<file path="config.mk">
export PLATFORM = sky130hd
export DESIGN_NAME = dvlpi_integrator
export DESIGN_NICKNAME = d
export VERILOG_FILES = /design/src/design/dvlpi_pkg.sv /design/src/design/dvlpi_integrator.sv
export SDC_FILE = /design/constraint.sdc
export NUM_CORES = 2
export LEC_CHECK = 0
export BUFFER_PORTS_ARGS = -buffer_cell sky130_fd_sc_hd__buf_2
export CORE_MARGIN = 1.5
export CORE_UTILIZATION = 65
export CTS_CLUSTER_SIZE = 25
export DETAILED_ROUTE_END_ITERATION = 6
export HOLD_SLACK_MARGIN = 0.15
export PLACE_DENSITY_LB_ADDON = 0.1
export SLEW_MARGIN = 20
export SYNTH_ARGS = -nofsm -noshare
export SYNTH_HDL_FRONTEND = slang
export SYNTH_SLANG_ARGS = --single-unit
</file>
<file path="constraint.sdc">
create_clock -name clk -period 25.1 [get_ports clk]
set_input_delay 6.275 -clock clk [delete_from_list [all_inputs] [get_ports clk]]
set_output_delay 6.275 -clock clk [all_outputs]
set_load 0.05 [all_outputs]
</file>
<file path="src/design/dvlpi_pkg.sv">
// Shared types and constants for the DVL velocity to position increment block.
// Holds field widths, stream packing offsets, item kinds and register indexes.
// No dependencies.
package dvlpi_pkg;

    localparam int VEL_W     = 16;
    localparam int INC_W     = 20;
    localparam int LIMIT_W   = 15;
    localparam int DT_W      = 16;
    localparam int ERR_W     = 3;
    localparam int KIND_W    = 2;
    localparam int AXES      = 3;

    // signed 16-bit velocity times unsigned 16-bit time
    localparam int PROD_W    = VEL_W + DT_W + 1;
    // velocity Q3.12 times time Q0.16 gives Q3.28; increments are Q3.16
    localparam int FRAC_SHIFT = 12;

    // history of increments, newest first; the incoming increment is tap 0,
    // so only the older taps are stored
    localparam int HIST_TAPS = 4;
    localparam int HIST_DEPTH = HIST_TAPS - 1;

    // weighted sum 1,2,2,1 of 20-bit increments, magnitude below 2^22
    localparam int SUM_W     = INC_W + 3;
    localparam int MAG_W     = SUM_W - 1;

    // divide by 6 as multiply by ceil(2^26 / 6), exact for magnitudes below 2^25
    localparam int RECIP_W     = 24;
    localparam int RECIP_SHIFT = 26;
    localparam logic [RECIP_W-1:0] RECIP_SIX = 24'd11184811;

    localparam logic [LIMIT_W-1:0] LIMIT_RESET = 15'd20480;

    // input tdata: raw_vel_x, raw_vel_y, raw_vel_z, pressure_reading, elapsed_time
    localparam int IN_TDATA_W  = 80;
    localparam int IN_RAW_X_LSB = 0;
    localparam int IN_RAW_Y_LSB = 16;
    localparam int IN_RAW_Z_LSB = 32;
    localparam int IN_PRESS_LSB = 48;
    localparam int IN_DT_LSB    = 64;

    // output tdata: inc_x, inc_y, inc_z, vel_x, vel_y, vel_z, depth, range_error
    localparam int OUT_TDATA_W   = 128;
    localparam int OUT_INC_X_LSB = 0;
    localparam int OUT_INC_Y_LSB = 20;
    localparam int OUT_INC_Z_LSB = 40;
    localparam int OUT_VEL_X_LSB = 60;
    localparam int OUT_VEL_Y_LSB = 76;
    localparam int OUT_VEL_Z_LSB = 92;
    localparam int OUT_DEPTH_LSB = 108;
    localparam int OUT_ERR_LSB   = 124;

    localparam logic signed [VEL_W-1:0] VEL_MOST_NEG = 16'sh8000;
    localparam logic signed [VEL_W-1:0] VEL_MOST_POS = 16'sh7FFF;

    typedef enum logic [KIND_W-1:0] {
        KIND_VELOCITY = 2'd0,
        KIND_PRESSURE = 2'd1,
        KIND_QUERY    = 2'd2
    } kind_t;

    typedef enum logic {
        CFG_MODE  = 1'b0,
        CFG_LIMIT = 1'b1
    } cfg_idx_t;

    // control from the top level to the integrator
    typedef struct packed {
        logic push;      // a query leaves the product stage this cycle
        logic weighted;  // integration_mode
    } query_t;

endpackage

</file>
<file path="src/design/dvlpi_integrator.sv">
// Increment stage: truncates products to Q3.16, keeps the increment history
// and the last increment, and forms the 1,2,2,1 weighted average.
// Depends on dvlpi_pkg.
module dvlpi_integrator
    import dvlpi_pkg::*;
(
    input  logic                     clk,
    input  logic                     rst_n,
    input  query_t                   ctl,
    input  logic signed [PROD_W-1:0] prod [AXES],
    output logic signed [INC_W-1:0]  inc  [AXES]
);

    logic signed [INC_W-1:0]  hist_reg [HIST_DEPTH][AXES];
    logic signed [INC_W-1:0]  last_reg [AXES];
    logic signed [INC_W-1:0]  inc_now  [AXES];
    logic signed [INC_W-1:0]  avg      [AXES];
    logic signed [PROD_W-1:0] shifted  [AXES];
    logic signed [SUM_W-1:0]  sum      [AXES];
    logic        [MAG_W-1:0]  mag      [AXES];
    logic [MAG_W+RECIP_W-1:0] quot_full [AXES];
    logic        [INC_W-1:0]  quot     [AXES];
    logic                     round_up [AXES];
    logic                     neg      [AXES];

    always_comb
    begin
        for (int a = 0; a < AXES; a++)
        begin
            // arithmetic shift floors; bump negatives with a remainder toward zero
            shifted[a]  = prod[a] >>> FRAC_SHIFT;
            round_up[a] = prod[a][PROD_W-1] && (prod[a][FRAC_SHIFT-1:0] != '0);
            inc_now[a]  = INC_W'(shifted[a] + PROD_W'({1'b0, round_up[a]}));

            sum[a] = SUM_W'(inc_now[a])
                   + (SUM_W'(hist_reg[0][a]) <<< 1)
                   + (SUM_W'(hist_reg[1][a]) <<< 1)
                   + SUM_W'(hist_reg[2][a]);
            neg[a] = sum[a][SUM_W-1];
            mag[a] = neg[a] ? MAG_W'(-sum[a]) : MAG_W'(sum[a]);
            quot_full[a] = (MAG_W+RECIP_W)'(mag[a]) * (MAG_W+RECIP_W)'(RECIP_SIX);
            quot[a] = INC_W'(quot_full[a] >> RECIP_SHIFT);
            avg[a]  = neg[a] ? -signed'(quot[a]) : signed'(quot[a]);

            if (ctl.push)
                inc[a] = ctl.weighted ? avg[a] : inc_now[a];
            else
                inc[a] = last_reg[a];
        end
    end

    always_ff @(posedge clk or negedge rst_n)
    begin
        if (!rst_n)
        begin
            for (int a = 0; a < AXES; a++)
            begin
                last_reg[a] <= '0;
                for (int t = 0; t < HIST_DEPTH; t++)
                    hist_reg[t][a] <= '0;
            end
        end
        else if (ctl.push)
        begin
            for (int a = 0; a < AXES; a++)
            begin
                last_reg[a] <= inc[a];
                // plain mode leaves the history alone
                if (ctl.weighted)
                begin
                    hist_reg[0][a] <= inc_now[a];
                    for (int t = 1; t < HIST_DEPTH; t++)
                        hist_reg[t][a] <= hist_reg[t-1][a];
                end
            end
        end
    end

endmodule

</file>
==> impl_metrics.ini <==
[grt]
antenna_found_initial = 3
met3_usage = 0.03960
grt.met2_usage = 0.6147
grt_pass1_vias = 35985
met1_usage = 0.4605
busiest_layer = met2
grt_max_degree = 100
track_usage = 0.3573
grt_overflow = 0
grt_pass1_wl_um = 182900

[critical_path]
slowest_stage = fa_1
critPathKind = input port to output port
cp-end-kind = output port
path_max_fanout = 6
required_ns = 18.82
cp_common_cell = fa_1
cpPeakStageDelay_ns = 0.59
cp.arrival_ns = 18.43
cp-start-kind = input port

[finish]
drive_above_1_share = 0.1919
final_common_cell = inv_1
nets = 6490
layout_common_cells = 754 x inv_1, 666 x nand2_1, 591 x ha_1, 564 x buf_4, 509 x fa_1
final_util = 0.7803
largest_reg_flops = 180
area_growth_pct = 19.07

[yosys]
synth_seq_area_share = 0.1458
async_reset_ff_frac = 1.000
synth-simple-area-share = 0.1390
syn_area_mm2 = 0.04119
ys.flop_type = dfrtp_1
syn_inst = 4626
synth-compound-area-share = 0.1280
synthAdderAreaFrac = 0.4358
synth_top_family_by_area = adder cells
synth-xor-area-share = 0.06060
ys_seq_elements = 240
synth_nets = 5854
muxShareOfSynthArea = 0.01151
ys_types = 98
syn_area_per_cell_um2 = 8.904
synth-edff-count = 0
synth_warnings = 0

[die]
die_h_um = 254.7
start_util = 0.6554
core_mm2 = 0.06285
num_rows = 92
die_area_mm2 = 0.06489
fp.dieW_um = 254.7
ios = 163

[sta]
worst_pin_slew_ns = 1.079
relSlewSlack = 0.2713
drv_slew = 0
setup_viol = 0
fmax_mhz = 40.48
finalCriticalPeriod_ns = 24.71
clock_skew_ns = 0.04127
timing.hold.ws_ns = 0.4812
hold_violations = 0
rsz0062_at_grt = yes
min_period_over_period = 0.9843

[drt]
postRouteWirelength_um = 114800
first_pass_iters = 6
vias = 35339
ant_nets = 0
initialDrtViolationCount = 2247
drc = 0
wl_per_cell_um = 18.73
vias_per_cell = 5.764

[cts]
cts-root-buf = clkbuf_16
cts_hold_buf = 0
clock_latency_ns = 0.60
htreeDepth = 1
clkSinkCount = 240
cts_tree = built
clk_pin_slew_ns = 0.06
cts_buffer_depth = 3
cts_inserted_buffers = 28

[min_path]
hp-class = flop to flop

[place]
place_congestion = 0.9881
portBuffers = 162
dp_hpwl_um = 95740

[status]
status = completed

[run]
maxCapViolations = 0
-- cell type report --
class | count | area (um2)
repair buffers | 717 | 5166
inverters | 756 | 2841
flip-flops and latches | 240 | 6006
fillers | 4442 | 13810
diodes | 2 | 5.005
clock inverters | 18 | 246.5
clock buffers | 33 | 739.5
well taps | 846 | 1059
multi-input cells | 3519 | 32980
-- synth_stat cells (7+ instances only) --
cell type    n  area, um2
a221oi_1    14      122.6
nand2b_1    11      68.82
o21ai_1     10      50.05
nand2_1    668       2507
fa_1       516      10330
o21ai_0    167      835.8
nand3_1     89      445.4
and4_1      17      148.9
a211oi_1    31      232.7
a31oi_1     36      225.2
nor3_1      62      310.3
nand4_1     49      306.5
nor2b_1     23      143.9
o21a_1      21      157.7
or2_2       14      87.58
o211ai_1    21      157.7
nor2_1     183      686.9
a221o_1     15      150.1
xor2_1     124       1086
a21oi_1    221       1106
a211o_1     11      96.34
and2_1      23      143.9
and3_1      41      256.5
xnor2_1    161       1410
a22oi_1      7      52.55
clkbuf_1    97      364.1
o31ai_1     22      165.2
dfrtp_1    240       6006
mux2_2      25      281.5
or4_1        9      67.56
mux2i_1     17      170.2
nor4_1      19      118.9
inv_1      755       2834
nand3b_1     7      52.55
or3_1       15      93.84
o221ai_1    18      157.7
buf_1        9      33.78
a21o_1      97      728.2
o21bai_1    22      165.2
ha_1       609       7620
-- routing by layer --
metal  share of wire  up-vias
met2            0.49     1057
met4           0.042        2
met1            0.41    17365
met5         0.00013        -
met3           0.055      252
li1                -    16663
-- repair_timing --
action | CTS | global route
gates resized for setup | 15 | 231
pin swaps | 1 | 82
setup endpoints to repair | 21 | 52
setup buffers | 0 | 25
-- kinds of logic (layout without fill, tap and decap cells) --
family	Yosys count	count (layout)
other	0	2
DFF	240	240
muxes	44	44
AOI/OAI and AO/OA	805	805
and+or+nand+nor	1260	1260
buffers and inverters	867	1524
xor gates and xnor gates	285	285
adders and majority gates	1125	1125
-- worst max-delay path, delay by kind of cell --
kind	cells	cell delay, ns
xor+xnor	5	0.84
buf+inv	11	1.34
compound gates	11	2.12
simple gates	13	2.98
fa+ha+maj	12	4.82
-- through the flow --
| stage | TNS (ns) | setup WS [ns] | area [um2] | instances |
|---|---|---|---|---|
| finish | 0 | 0.3949 | 49040 | 6131 |
| floorplan | 0 | 0.04371 | 41190 | 4626 |
| CTS | 0 | 0.002178 | 47820 | 6104 |
| global route | -1.008 | -0.09832 | 49040 | 6131 |
| detailed placement | -1.869 | -0.3307 | 46770 | 6053 |
| global placement | -0.1137 | -0.1137 | 46770 | 6053 |
-- final timing paths --
check,from,end,slack (ns),cells past startpoint
worst max-delay path,prod[37],inc[37],0.39,52
worst min-delay path,last_reg[3],last_reg[3],0.48,1
worst max register to register,hist_reg[2],last_reg[6],13.32,44
worst min register to register,last_reg[3],last_reg[3],0.48,1
max in group asynchronous,rst_n,hist_reg[39],17.26,3
min in group asynchronous,rst_n,hist_reg[52],5.68,1
Power is left out: the tool's default activity adds up to more than one toggle a clock period on the data nets, which glitch-free logic cannot reach.
